**src/design/lr_pkg.sv**
```systemverilog
// shared types and constants for the line rasterizer
// no dependencies; used by every design file of the block

package lr_pkg;

  localparam int COORD_BITS = 12;
  localparam int DELTA_BITS = COORD_BITS + 1;
  localparam int ERR_BITS   = COORD_BITS + 3;

  // opcode of an input word
  localparam logic OP_LOAD = 1'b0;
  localparam logic OP_STEP = 1'b1;

  typedef enum logic [1:0] {
    PH_IDLE = 2'd0,
    PH_DRAW = 2'd1
  } lr_phase_t;

  // line set up along its major axis
  typedef struct packed {
    logic [COORD_BITS-1:0]        major_pos;
    logic [COORD_BITS-1:0]        minor_pos;
    logic [COORD_BITS-1:0]        major_stop;
    logic [DELTA_BITS-1:0]        major_delta;
    logic signed [DELTA_BITS-1:0] minor_delta;
    logic                         x_is_major;
  } lr_line_t;

  // outcome of one step along the line
  typedef struct packed {
    logic                       done;
    logic [COORD_BITS-1:0]      major_pos;
    logic [COORD_BITS-1:0]      minor_pos;
    logic signed [ERR_BITS-1:0] error_term;
  } lr_step_t;

endpackage

```
**src/design/lr_setup.sv**
```systemverilog
// line setup: deltas, major axis choice and endpoint ordering
// depends on lr_pkg

module lr_setup (
  input  logic [lr_pkg::COORD_BITS-1:0] x_start,
  input  logic [lr_pkg::COORD_BITS-1:0] y_start,
  input  logic [lr_pkg::COORD_BITS-1:0] x_end,
  input  logic [lr_pkg::COORD_BITS-1:0] y_end,
  output lr_pkg::lr_line_t              line
);

  logic signed [lr_pkg::DELTA_BITS-1:0] dx, dy, adx, ady, dma, dmi;
  logic                                 x_major;
  logic [lr_pkg::COORD_BITS-1:0]        ma0, mi0, ma1;

  always_comb begin
    dx = $signed({1'b0, x_end}) - $signed({1'b0, x_start});
    dy = $signed({1'b0, y_end}) - $signed({1'b0, y_start});
    adx = dx[lr_pkg::DELTA_BITS-1] ? -dx : dx;
    ady = dy[lr_pkg::DELTA_BITS-1] ? -dy : dy;
    // equal spans count as x-major
    x_major = (adx >= ady);
    if (x_major) begin
      ma0 = x_start; mi0 = y_start; ma1 = x_end; dma = dx; dmi = dy;
    end else begin
      ma0 = y_start; mi0 = x_start; ma1 = y_end; dma = dy; dmi = dx;
    end
    // run from the lower endpoint on the major axis
    if (dma[lr_pkg::DELTA_BITS-1]) begin
      ma1 = ma0;
      ma0 = x_major ? x_end : y_end;
      mi0 = x_major ? y_end : x_end;
      dma = -dma;
      dmi = -dmi;
    end
    line.major_pos   = ma0;
    line.minor_pos   = mi0;
    line.major_stop  = ma1;
    line.major_delta = dma;
    line.minor_delta = dmi;
    line.x_is_major  = x_major;
  end

endmodule

```
**src/design/lr_step.sv**
```systemverilog
// one bresenham step: major increment, error update, minor correction
// depends on lr_pkg

module lr_step (
  input  lr_pkg::lr_line_t                   line,
  input  logic signed [lr_pkg::ERR_BITS-1:0] error_term,
  output lr_pkg::lr_step_t                   step
);

  localparam int CW = lr_pkg::COORD_BITS;
  localparam int DW = lr_pkg::DELTA_BITS;
  localparam int EW = lr_pkg::ERR_BITS;

  logic [CW:0]            next_pos;
  logic signed [EW:0]     e1, e3;
  logic signed [EW+1:0]   e2, mdl;

  always_comb begin
    next_pos = {1'b0, line.major_pos} + {{CW{1'b0}}, 1'b1};
    e1  = {error_term[EW-1], error_term}
        - {{(EW+1-DW){line.minor_delta[DW-1]}}, line.minor_delta};
    e2  = {e1, 1'b0};
    mdl = $signed({{(EW+2-DW){1'b0}}, line.major_delta});
    step.done      = (next_pos >= {1'b0, line.major_stop});
    step.major_pos = next_pos[CW-1:0];
    step.minor_pos = line.minor_pos;
    e3             = e1;
    if (e2 < -mdl) begin
      step.minor_pos = line.minor_pos + {{(CW-1){1'b0}}, 1'b1};
      e3             = e1 + mdl[EW:0];
    end else if (e2 > mdl) begin
      step.minor_pos = line.minor_pos - {{(CW-1){1'b0}}, 1'b1};
      e3             = e1 - mdl[EW:0];
    end
    step.error_term = e3[EW-1:0];
  end

endmodule

```
**src/design/line_rasterizer_core.sv**
```systemverilog
// top level of the bresenham line rasterizer: line state and result register
// depends on lr_pkg, lr_setup and lr_step
//
// usage
//   input channel (in_valid/in_ready) carries one word per command:
//   in_opcode OP_LOAD loads the endpoints and returns the first given
//   endpoint; OP_STEP returns the next pixel of the line, and the final
//   step returns the second given endpoint with out_pixel_last set.
//   a step with no line active returns a word with every field zero
//   a load while a line is drawing drops the old line
//   result channel (out_valid/out_ready) returns exactly one word per
//   accepted input word, in order
//   out_valid rises in the cycle after an input word is accepted
//   throughput: one word per cycle while out_ready is high; the line state
//   is updated by increment, error update, three compares and minor-axis
//   correction; the result register frees itself in the cycle it is taken
//   stall: while a result waits untaken, in_ready stays low; in_ready
//   is high whenever the result register is empty or being taken
//   reset: synchronous active low; no line active, result register empty

module line_rasterizer_core (
  input  logic                          clk,
  input  logic                          rst_n,
  input  logic                          in_valid,
  output logic                          in_ready,
  input  logic                          in_opcode,
  input  logic [lr_pkg::COORD_BITS-1:0] in_x_start,
  input  logic [lr_pkg::COORD_BITS-1:0] in_y_start,
  input  logic [lr_pkg::COORD_BITS-1:0] in_x_end,
  input  logic [lr_pkg::COORD_BITS-1:0] in_y_end,
  output logic                          out_valid,
  input  logic                          out_ready,
  output logic [lr_pkg::COORD_BITS-1:0] out_pixel_x,
  output logic [lr_pkg::COORD_BITS-1:0] out_pixel_y,
  output logic                          out_pixel_valid,
  output logic                          out_pixel_last
);

  localparam int CW = lr_pkg::COORD_BITS;

  // line state
  lr_pkg::lr_phase_t                  phase_r, phase_nxt;
  lr_pkg::lr_line_t                   line_r, line_nxt;
  logic signed [lr_pkg::ERR_BITS-1:0] err_r, err_nxt;
  logic [CW-1:0]                      final_x_r, final_x_nxt;
  logic [CW-1:0]                      final_y_r, final_y_nxt;

  // result register
  logic          out_valid_r;
  logic [CW-1:0] pix_x_r, pix_x_nxt;
  logic [CW-1:0] pix_y_r, pix_y_nxt;
  logic          pix_v_r, pix_v_nxt;
  logic          pix_l_r, pix_l_nxt;

  logic             accept;
  logic             drawing;
  lr_pkg::lr_line_t load_line;
  lr_pkg::lr_step_t step;

  lr_setup u_setup (
    .x_start (in_x_start),
    .y_start (in_y_start),
    .x_end   (in_x_end),
    .y_end   (in_y_end),
    .line    (load_line)
  );

  lr_step u_step (
    .line       (line_r),
    .error_term (err_r),
    .step       (step)
  );

  // result register frees itself when taken
  assign in_ready = !out_valid_r || out_ready;
  assign accept   = in_valid && in_ready;
  assign drawing  = (phase_r == lr_pkg::PH_DRAW);

  // next line state
  always_comb begin
    phase_nxt   = phase_r;
    line_nxt    = line_r;
    err_nxt     = err_r;
    final_x_nxt = final_x_r;
    final_y_nxt = final_y_r;
    if (accept) begin
      unique case (in_opcode)
        lr_pkg::OP_LOAD: begin
          phase_nxt   = lr_pkg::PH_DRAW;
          line_nxt    = load_line;
          err_nxt     = '0;
          final_x_nxt = in_x_end;
          final_y_nxt = in_y_end;
        end
        lr_pkg::OP_STEP: begin
          if (drawing) begin
            if (step.done) begin
              phase_nxt = lr_pkg::PH_IDLE;
            end else begin
              line_nxt.major_pos = step.major_pos;
              line_nxt.minor_pos = step.minor_pos;
              err_nxt            = step.error_term;
            end
          end
        end
        default: begin
          phase_nxt = phase_r;
        end
      endcase
    end
  end

  // result word for the accepted input
  always_comb begin
    pix_x_nxt = '0;
    pix_y_nxt = '0;
    pix_v_nxt = 1'b0;
    pix_l_nxt = 1'b0;
    priority if (in_opcode == lr_pkg::OP_LOAD) begin
      // first given endpoint, never last
      pix_x_nxt = in_x_start;
      pix_y_nxt = in_y_start;
      pix_v_nxt = 1'b1;
    end else if (!drawing) begin
      // no line active: all-zero word
      pix_v_nxt = 1'b0;
    end else if (step.done) begin
      // closing endpoint as given
      pix_x_nxt = final_x_r;
      pix_y_nxt = final_y_r;
      pix_v_nxt = 1'b1;
      pix_l_nxt = 1'b1;
    end else begin
      pix_x_nxt = line_r.x_is_major ? step.major_pos : step.minor_pos;
      pix_y_nxt = line_r.x_is_major ? step.minor_pos : step.major_pos;
      pix_v_nxt = 1'b1;
    end
  end

  // control state
  always_ff @(posedge clk) begin
    if (!rst_n) begin
      phase_r     <= lr_pkg::PH_IDLE;
      out_valid_r <= 1'b0;
    end else begin
      phase_r <= phase_nxt;
      if (accept) begin
        out_valid_r <= 1'b1;
      end else if (out_ready) begin
        out_valid_r <= 1'b0;
      end
    end
  end

  // line and result payload
  always_ff @(posedge clk) begin
    line_r    <= line_nxt;
    err_r     <= err_nxt;
    final_x_r <= final_x_nxt;
    final_y_r <= final_y_nxt;
    if (accept) begin
      pix_x_r <= pix_x_nxt;
      pix_y_r <= pix_y_nxt;
      pix_v_r <= pix_v_nxt;
      pix_l_r <= pix_l_nxt;
    end
  end

  assign out_valid       = out_valid_r;
  assign out_pixel_x     = pix_x_r;
  assign out_pixel_y     = pix_y_r;
  assign out_pixel_valid = pix_v_r;
  assign out_pixel_last  = pix_l_r;

endmodule

```
**config.mk**
```make
export PLATFORM = sky130hd
export DESIGN_NAME = line_rasterizer_core
export DESIGN_NICKNAME = d
export VERILOG_FILES = /design/src/design/lr_pkg.sv /design/src/design/lr_setup.sv /design/src/design/lr_step.sv /design/src/design/line_rasterizer_core.sv
export SDC_FILE = /design/constraint.sdc
export NUM_CORES = 1
export LEC_CHECK = 0
export BUFFER_PORTS_ARGS = -buffer_cell sky130_fd_sc_hd__buf_2
export CAP_MARGIN = 40
export CELL_PAD_IN_SITES_DETAIL_PLACEMENT = 0
export CELL_PAD_IN_SITES_GLOBAL_PLACEMENT = 1
export CORE_UTILIZATION = 48
export CTS_CLUSTER_SIZE = 30
export DETAILED_ROUTE_END_ITERATION = 7
export GPL_ROUTABILITY_DRIVEN = 1
export HOLD_SLACK_MARGIN = 0.05
export MAX_ROUTING_LAYER = met4
export PLACE_DENSITY_LB_ADDON = 0.2
export SLEW_MARGIN = 20
export SYNTH_ARGS = -nofsm -noshare
export SYNTH_HDL_FRONTEND = slang
export SYNTH_SLANG_ARGS = --single-unit
```
**constraint.sdc**
```tcl
create_clock -name clk -period 6.4 [get_ports clk]
set_input_delay 0.32 -clock clk [delete_from_list [all_inputs] [get_ports clk]]
set_output_delay 0.32 -clock clk [all_outputs]
set_load 0.1 [all_outputs]
```
# Yosys cells after proc, flatten, opt, wreduce, memory -nomap -nowiden
# Cells that the tools add are included.
totals:
  elab_cells: 84
  ff_bits: 131
  input_bits: 53
op_classes:
  n_reduce_logical: 8
  bitwise_logic: 1
  add_sub_neg: 13
  magnitude_cmp: 4
  n_eq_ne: 4
  mux: 38
ops:
  columns: ["cell", "n"]
  rows:
  - ["$mux W12", 18]
  - ["$mux W13", 5]
  - ["$mux W15", 4]
  - ["$neg A13 Y13", 4]
  - ["$mux W24", 2]
  - ["$pmux W24 S2", 1]
  - ["$pmux W15 S2", 1]
  - ["$sub A12 B12 Y13", 2]
  - ["$gt A17 B14 Y1", 1]
  - ["$lt A17 B17 Y1", 1]
  - ["$neg A13 Y17", 1]
  - ["$sub A15 B13 Y16", 1]
  - ["$add A15 B13 Y15", 1]
  - ["$sub A15 B13 Y15", 1]
  - ["$add A12 B1 Y13 const B", 1]
  - ["$ge A13 B12 Y1", 1]
  - ["$ge A13 B13 Y1", 1]
  - ["$add A12 B1 Y12 const B", 1]
  - ["$sub A12 B1 Y12 const B", 1]
  - ["$reduce_and A3 Y1", 2]
  - ["$mux W1", 4]
  - ["$mux W2", 2]
  - ["$ne A2 B1 Y1 const B", 2]
  - ["$pmux W2 S2", 1]
  - ["other kinds (8)", 9]

# Longest topological paths before layout
# Gate-level depths: netlist (run 1).
depth:
  word_depth: 8
  mapped_depth: 28
  mapped_depth_nobuf: 25

# Hierarchy
# From an unflattened synthesis (run 1), not the netlist that was laid out.
unflattened:
  hier_cells: 1496
  hier_area_um2: 13083.8
modules_own_cells:
  columns: ["module", "seq_area_each_um2", "cells_each", "area_per_inst_um2", "instances"]
  rows:
  - ["line_rasterizer_core", 3883.7, 274, 5038.6, 1]
  - ["lr_step", 0.0, 567, 4112.7, 1]
  - ["lr_setup", 0.0, 655, 3932.5, 1]

# Worst setup path before layout (run 1)
# No wires, ideal clock.
synth_timing:
  path_type: "input port to flip-flop"
  from: "input in_x_end[0] (netlist name)"
  to: "register line_r[13] (netlist name) (data pin)"
  setup_ns: 0.180
  cell_stages: 23
  slack_ns: 0.664
  required_time_ns: 6.220
  n_path_buf: 3
  arrival_ns: 5.556
  cell_sequence: "inv_1 -> ha_1 -> fa_1 -> xor2_1 -> nand3_1 -> nor3_1 -> nand2b_1 -> nand2b_1 -> o31ai_1 -> xor2_1 -> ha_1 -> nand3_1 -> or4_1 -> a32oi_2 -> buf_4 -> buf_4 -> buf_4 -> mux2_2 -> ha_1 -> o21a_1 -> o2111ai_1 -> o21ai_1 -> a221oi_1"
synth_rtl:
  columns: ["element", "line_no", "source"]
  rows:
  - ["start: declaration", "line_rasterizer_core.sv:29", "input logic [lr_pkg::COORD_BITS-1:0] in_x_end,"]
  - ["end signal: assignment", "line_rasterizer_core.sv:157", "line_r <= line_nxt;"]
  - ["end: declaration", "line_rasterizer_core.sv:43", "lr_pkg::lr_line_t line_r, line_nxt;"]

# Worst setup path in the final report (run 1)
layout_timing:
  from: "input in_y_end[0] (netlist name)"
  to: "register line_r[52] (netlist name) (data pin)"
layout_between:
  elab_chain_cells: 7
  word_cells_on_any_way: 9
  classes_between: "add/sub: 2; order compare: 1; mux: 6"
layout_rtl:
  columns: ["element", "line_no", "source"]
  rows:
  - ["start: declaration", "line_rasterizer_core.sv:30", "input logic [lr_pkg::COORD_BITS-1:0] in_y_end,"]
  - ["$sub A12 B12 Y13 (*)", "lr_setup.sv:18", "dy = $signed({1'b0, y_end}) - $signed({1'b0, y_start});"]
  - ["$neg A13 Y13", "lr_setup.sv:20", "ady = dy[lr_pkg::DELTA_BITS-1] ? -dy : dy;"]
  - ["$mux W13", "lr_setup.sv:20", null]
  - ["$ge A13 B13 Y1", "lr_setup.sv:22", "x_major = (adx >= ady);"]
  - ["$mux W12 (tied with other cells)", "lr_setup.sv:23", "if (x_major) begin"]
  - ["$mux W12 (*)", "lr_setup.sv:29", "if (dma[lr_pkg::DELTA_BITS-1]) begin"]
  - ["$pmux W24 S2 (*)", "line_rasterizer_core.sv:87", "unique case (in_opcode)"]
# Mark *: on every way between the ends. The rest lies on a longest branch, timed or not.
# A chain may end at the register's enable or synchronous reset.

==> results of run 1 <==
==> kinds of logic (layout without fill, tap and decap cells) <==
| kind of cell | count (synthesis) | after routing |
|---|---|---|
| buf+inv | 160 | 259 |
| mux | 45 | 45 |
| xor+xnor | 98 | 98 |
| simple gates | 417 | 417 |
| fa+ha+maj | 132 | 132 |
| flops | 130 | 130 |
| compound gates | 435 | 435 |
| other cells | 0 | 3 |
==> final timing paths <==
| path | from | to | slack [ns] | cells after the start |
|---|---|---|---|---|
| worst max-delay path | in_y_end[0] | line_r[52]$_DFFE_PP_ | 0.59 | 22 |
| worst min-delay path | rst_n | phase_r[0]$_SDFFE_PN0P_ | 0.11 | 2 |
| worst max register to register | err_r[0]$_SDFFCE_PN0P_ | out_pixel_x[10]$_DFFE_PP_ | 0.83 | 18 |
| worst min register to register | out_valid$_SDFFE_PN0P_ | out_valid$_SDFFE_PN0P_ | 0.55 | 2 |
==> flip-flops by register name (all words and copies together), names as in the netlist <==
name / flops
err_r: 15
final_x_r: 12
final_y_r: 12
line_r: 63
out_pixel_last: 1
out_pixel_valid: 1
out_pixel_x: 12
out_pixel_y: 12
out_valid: 1
phase_r: 1
==> power by group <==
group	total (mW)	internal, mW	leakage (nW)	switching (mW)
clock	1.02	0.561	0.289	0.456
sequential	1.37	1.25	1.23	0.116
combinational	5.57	2.19	4.21	3.38
total	7.95	4.00	5.73	3.95
==> synthesized netlist by cell type, types with 26 or more instances <==
library cell / instances / share of area, %
a211oi_1: 30 / 1.8
mux2i_1: 33 / 2.6
a21oi_1: 79 / 3.2
xnor2_1: 62 / 4.3
o211ai_1: 27 / 1.6
a31oi_1: 26 / 1.3
xor2_1: 36 / 2.5
nor3_1: 38 / 1.5
o21ai_0: 122 / 4.9
inv_1: 102 / 3.1
ha_1: 127 / 13
edfxtp_1: 128 / 31
nand3_1: 26 / 1.0
nor2_1: 103 / 3.1
clkbuf_1: 38 / 1.1
nand2_1: 135 / 4.1
==> through the flow <==
stage / worst slack, ns / total power [mW] / instances
2_1_floorplan: 0.6640 / 5.538 / 1417
3_3_place_gp: 0.3215 / 6.785 / 1809
3_5_place_dp: 0.2677 / 6.860 / 1813
4_1_cts: 0.7128 / 7.899 / 1845
5_1_grt: 0.2409 / 8.619 / 1849
6_report: 0.5936 / 7.953 / 1849
==> metal layers <==
metal	GRT usage, %	vias up	wire [um]
li1	-	5475	-
met1	43.48	5492	18350
met2	44.61	466	16980
met3	6.755	44	3447
met4	7.094	0	681
met5	-	-	0
==> final cells by class <==
cell class / instances / area (um2) / area share, %
Sequential cell: 130 / 3884 / 27.40
Antenna cell: 3 / 7.507 / 0.05297
Tap cell: 330 / 412.9 / 2.913
Clock inverter: 15 / 181.4 / 1.280
Multi-Input combinational cell: 1127 / 8038 / 56.71
Clock buffer: 17 / 425.4 / 3.001
Timing Repair Buffer: 124 / 838.3 / 5.915
Inverter: 103 / 386.6 / 2.728
==> key figures, run 1 <==
Critical path
  – CP arrival: 5.96 ns
  – CP peak stage delay: 0.57 ns
  – Crit path kind: in -> reg
  – CP top delay family: simple AND/OR/NAND/NOR gates
  – Maximum net fanout on the critical path: 52
  – Buffers and inverters on the worst path: 4
  – Crit. End Element: flop
  – Cell Chain, Critical Path: buf_2, inv_1, ha_1, fa_1, nor2b_1, o31a_1, or4b_1, nand3_1, nor3b_2, nand2b_1, o31ai_1, xnor2_1, ha_1, nand3_1, or4_1, a32oi_4, buf_12, mux2i_4, buf_12, o21ai_0, o21ai_0, o21ai_0
  – Most frequent CP cell: o21ai_0
  – CP startpoint kind: primary input
  – CP Data Required Time: 6.56 ns
  – Crit-path slowest cell: or4_1

Finish
  – Post-route cell area: 0.01417 mm2
  – Most common cell after layout, fill and taps aside: nand2_1
  – Most frequent cells in the layout: nand2_1, edfxtp_1, ha_1, o21ai_0
  – Finished Core Util: 55.80%
  – Fillers: 2358
  – Area delta synth->final: 13.29%
  – Layout cell share with drive strength beyond 1: 13.52%
  – Final #Nets: 1688

Synthesis
  – Syn Area/Cell: 8.829 um2
  – Synth Area in Adders: 13.50%
  – Post-synth EDFFs: 128
  – Simple-Gate Fraction of Synth Area: 16.15%
  – Compound-cell area share of the yosys netlist: 23.58%
  – Post-synthesis mux area share: 3.740%
  – Net Count, Synth: 1602
  – Predominant post-synthesis flop cell: edfxtp_1
  – YS warnings: 0
  – Post-synthesis xor/xnor area fraction: 6.861%
  – Largest family of logic cells by synthesized area: compound AO/OA/AOI/OAI gates
  – Gate count of the mapped netlist: 1417
  – FFs w/ async S/R, synth: 0%
  – #FFs+latches synth: 130
  – Cell area after synthesis: 0.01251 mm2
  – Distinct cells, synth: 85
  – Sequential share of the synthesized area: 31.04%

Timing
  – Worst-margin pin slew: 0.9037 ns
  – RSZ-0062 raised after global routing: false
  – Fin crit share: 90.73%
  – Worst Hold Margin: 0.1079 ns
  – Final period demand of the worst path: 5.806 ns
  – Final Skew: 0.01049 ns
  – TNS Setup: 0 ns
  – Slew margin rel.: 39.29%
  – Fmax: 0.1722 GHz
  – Endpoints failing hold: 0
  – # setup viols final: 0
  – Slew Viols, Final: 0

Global route
  – Vias in the first global route: 10675
  – GRT Total Usage: 30.83%
  – Pin count of the biggest net entering global routing: 53
  – First-pass GRT wire length: 60.88 mm
  – Initial antenna violation count: 3
  – Grt total ovfl: 0

Place
  – Area post-placement: 0.01353 mm2
  – Number of port buffers: 80
  – DP Wirelength: 30.65 mm
  – Final GP Congestion: 0.9300

Power
  – Max VDD drop: 327.0 uV
  – Leak: 5.729 nW
  – Pwr dens: 561.1 mW/mm2

Die
  – Ports: 81
  – Num rows: 58
  – Die H: 163.4 um
  – Core area: 0.02540 mm2
  – Die Area: 0.02671 mm2
  – Starting Density: 49.26%
  – Die width: 163.4 um

Routing
  – Initial DRC count: 1293
  – Avg WL per Cell: 21.34 um
  – Post-DRT Antenna Nets: 0
  – Vias per cell: 6.207
  – Routed WL: 39.46 mm
  – DRC: 0
  – TritonRoute pass-1 iters: 6
  – DR vias: 11477

CTS
  – Deepest clock path buffer count: 2
  – CTS HTree Levels: 4
  – CTS sink cnt: 130
  – Setup Buffers After CTS: 0
  – Clock Pin Slew Worst Setup and Hold Paths: 0.07 ns
  – CTS-repair resized insts: 0
  – CTS Buf Count: 17
  – CTS tree: built
  – CTS root buffer: clkbuf_16
  – Clk_lat worst skew: 0.43 ns
  – Hold_buf cts: 0

Run
  – # Max-Cap Violations: 0

Min path
  – Worst hold path type: in -> reg

Run status
  – Outcome: finished clean
Power figures use the tool's default switching activity.
==> inputs of run 2 (changes only) <==
--- a/config.mk
+++ b/config.mk
@@ -7,9 +7,9 @@
 export LEC_CHECK = 0
 export BUFFER_PORTS_ARGS = -buffer_cell sky130_fd_sc_hd__buf_2
 export CAP_MARGIN = 40
-export CELL_PAD_IN_SITES_DETAIL_PLACEMENT = 0
+export CELL_PAD_IN_SITES_DETAIL_PLACEMENT = 1
 export CELL_PAD_IN_SITES_GLOBAL_PLACEMENT = 1
-export CORE_UTILIZATION = 48
+export CORE_UTILIZATION = 44
 export CTS_CLUSTER_SIZE = 30
 export DETAILED_ROUTE_END_ITERATION = 7
 export GPL_ROUTABILITY_DRIVEN = 1
==> constraint.sdc (replaced) <==
create_clock -name clk -period 5.3 [get_ports clk]
set_input_delay 0.265 -clock clk [delete_from_list [all_inputs] [get_ports clk]]
set_output_delay 0.265 -clock clk [all_outputs]
set_load 0.1 [all_outputs]
==> run 2 against run 1 <==
Against the previous run: register-to-register slack worse by 0.55 ns; die area is 9.0% higher; largest power group unchanged; cell count is 5.5% higher; highest routed layer unchanged; largest cell class unchanged; total power is 29% higher; sequential cell count stayed put; critical path type unchanged; routed wire length is 11% higher; combinational power is 32% higher; sequential power is 20% higher; worst setup slack worse by 0.31 ns.
==> key figures, run 2 (synthesis gave the netlist of run 1 again) <==
Place
  – # placed instances: 1915 (was 1813)
  – DP Wirelength: 34.52 mm (was 30.65 mm)
  – Area post-placement: 0.01406 mm2 (was 0.01353 mm2)
  – Placement Setup Slack: -0.1489 ns (was 0.2677 ns)
  – Final GP Congestion: 0.9489 (was 0.9300)
  – Number of port buffers: 80 (unchanged)

Finish
  – Max reg flops: 63 (unchanged)
  – Fillers: 3261 (was 2358)
  – Final #Nets: 1744 (was 1688)
  – Most frequent cells in the layout: nand2_1, edfxtp_1, ha_1, o21ai_0, inv_1 (was nand2_1, edfxtp_1, ha_1, o21ai_0)
  – Most common cell after layout, fill and taps aside: nand2_1 (unchanged)
  – Post-route cell area: 0.01480 mm2 (was 0.01417 mm2)
  – Layout cell share with drive strength beyond 1: 18.19% (was 13.52%)
  – Finished Core Util: 53.12% (was 55.80%)
  – Biggest register: line_r (unchanged)
  – Area delta synth->final: 18.28% (was 13.29%)
  – Top flop regs: line_r x63, err_r x15 (unchanged)
  – Final Non-Filler Cells: 1951 (was 1849)

Critical path
  – Stages on the worst setup path: 24 (was 22)
  – Crit-path slowest cell: or4_1 (unchanged)
  – CP top delay family: simple AND/OR/NAND/NOR gates (unchanged)
  – Maximum net fanout on the critical path: 26 (was 52)
  – CP Data Required Time: 5.46 ns (was 6.56 ns)
  – CP arrival: 5.18 ns (was 5.96 ns)
  – CP peak stage delay: 0.57 ns (about the same)
  – Crit path kind: in -> reg (unchanged)
  – CP startpoint kind: primary input (unchanged)
  – Crit. End Element: flop (unchanged)
  – Cells on worst reg2reg path: 19 (was 18)
  – Buffers and inverters on the worst path: 4 (unchanged)
  – Cell Chain, Critical Path: buf_2, inv_1, ha_1, fa_2, nor2b_1, o31a_1, o21a_1, nor2_2, xnor2_2, nand2b_1, nand2b_1, o31ai_2, xnor2_1, ha_1, nand3_1, or4_1, a32oi_4, buf_6, mux2i_4, buf_12, mux2i_2, mux2i_1, nor2_1, a21oi_1 (was buf_2, inv_1, ha_1, fa_1, nor2b_1, o31a_1, or4b_1, nand3_1, nor3b_2, nand2b_1, o31ai_1, xnor2_1, ha_1, nand3_1, or4_1, a32oi_4, buf_12, mux2i_4, buf_12, o21ai_0, o21ai_0, o21ai_0)

Power
  – Clock power share: 12.4% (was 12.8%)
  – NetSw: 5.125 mW (was 3.955 mW)
  – Max VDD drop: 365.6 uV (was 327.0 uV)
  – Sw frac: 49.79% (was 49.73%)
  – Flop pwr share: 16.1% (was 17.2%)
  – Total power: 10.29 mW (was 7.953 mW)
  – Leak: 6.040 nW (was 5.729 nW)
  – Pwr dens: 695.5 mW/mm2 (was 561.1 mW/mm2)
  – Combinational fraction of design power: 71.5% (was 70.0%)
  – Internal power: 5.168 mW (was 3.999 mW)

Die
  – Num rows: 61 (was 58)
  – Die width: 170.6 um (was 163.4 um)
  – Ports: 81 (unchanged)
  – Starting Density: 44.91% (was 49.26%)
  – Core area: 0.02786 mm2 (was 0.02540 mm2)
  – Die H: 170.6 um (was 163.4 um)
  – Die Area: 0.02911 mm2 (was 0.02671 mm2)

CTS
  – Clk_lat worst skew: 0.44 ns (was 0.43 ns)
  – CTS HTree Levels: 4 (unchanged)
  – CTS Buf Count: 17 (unchanged)
  – CTS root buffer: clkbuf_16 (unchanged)
  – CTS tree: built (unchanged)
  – Clock Pin Slew Worst Setup and Hold Paths: 0.07 ns (about the same)
  – Deepest clock path buffer count: 2 (unchanged)
  – CTS sink cnt: 130 (unchanged)

Global route
  – Initial antenna violation count: 1 (was 3)
  – Pin count of the biggest net entering global routing: 51 (was 53)
  – Vias in the first global route: 11746 (was 10675)
  – Grt total ovfl: 0 (unchanged)
  – GRT Total Usage: 31.16% (was 30.83%)
  – First-pass GRT wire length: 66.90 mm (was 60.88 mm)

Routing
  – Avg WL per Cell: 22.52 um (was 21.34 um)
  – Routed WL: 43.95 mm (was 39.46 mm)
  – DR vias: 11904 (was 11477)
  – TritonRoute pass-1 iters: 6 (unchanged)
  – Vias per cell: 6.101 (was 6.207)
  – DRC: 0 (unchanged)
  – Initial DRC count: 1061 (was 1293)
  – Post-DRT Antenna Nets: 0 (unchanged)

Timing
  – TNS Setup: 0 ns (unchanged)
  – Final Skew: 0.01630 ns (was 0.01049 ns)
  – Fmax: 0.1992 GHz
  – Setup WS post-layout: 0.2796 ns (was 0.5936 ns)
  – Worst-margin pin slew: 0.6953 ns (was 0.9037 ns)
  – Fin crit share: 94.72%
  – # setup viols final: 0 (unchanged)
  – Slew margin rel.: 53.65% (was 39.29%)
  – Endpoints failing hold: 0 (unchanged)
  – Slew Viols, Final: 0 (unchanged)
  – RSZ-0062 raised after global routing: false (unchanged)
  – Final period demand of the worst path: 5.020 ns
  – Worst Hold Margin: 0.08918 ns (was 0.1079 ns)

Min path
  – Worst hold path type: in -> reg (unchanged)
  – Worst hold path stage count: 3 (was 2)

Run status
  – Outcome: finished clean (unchanged)

Run
  – # Max-Cap Violations: 0 (unchanged)
## run 2: timing repair
action / 4_1_cts / 5_1_grt
endpoints found under the setup margin: 0 / 29
hold buffers: 1 / 0
buffers inserted: 0 / 1
resized for setup: 0 / 11
hold endpoints to repair: 1 / 0
## run 2: power groups by stage
| stage | Sequential [mW] | Combinational (mW) | Clock (mW) |
|---|---|---|---|
| after CTS | 1.65 | 7.22 | 1.28 |
| after detailed placement | 1.67 | 7.14 | 0 |
| after floorplan | 1.74 | 5.00 | 0 |
| final | 1.65 | 7.36 | 1.28 |
| after global placement | 1.66 | 6.92 | 0 |
| after global routing | 1.67 | 8.03 | 1.32 |
## run 2: worst paths after layout
| kind | start | endpoint | slack (ns) |
|---|---|---|---|
| worst max-delay path | in_y_end[0] | line_r[51]$_DFFE_PP_ | 0.28 |
| worst min register to register | out_valid$_SDFFE_PN0P_ | out_valid$_SDFFE_PN0P_ | 0.55 |
| worst max register to register | line_r[2]$_DFFE_PP_ | out_pixel_x[7]$_DFFE_PP_ | 0.28 |
| worst min-delay path | in_valid | out_valid$_SDFFE_PN0P_ | 0.09 |
## run 2: layout make-up
cell class	instances	area (um2)	share of cell area (%)
Clock buffer	17	425.4	2.875
Sequential cell	130	3884	26.25
Tap cell	378	473.0	3.196
Inverter	103	386.6	2.613
Clock inverter	15	215.2	1.454
Multi-Input combinational cell	1127	8177	55.26
Timing Repair Buffer	180	1235	8.345
Antenna cell	1	2.502	0.01691
## run 2: tightest hold or removal path: stages
cell and delay [ns]:
buf_2 0.11, inv_1 0.04, a21boi_0 0.07
## run 2: layer usage
layer / track usage [%] / vias up / routed length [um]
li1: - / 5583 / -
met1: 42.55 / 5924 / 20630
met2: 47.83 / 344 / 19970
met3: 4.904 / 53 / 2453
met4: 8.108 / 0 / 892
met5: - / - / 0
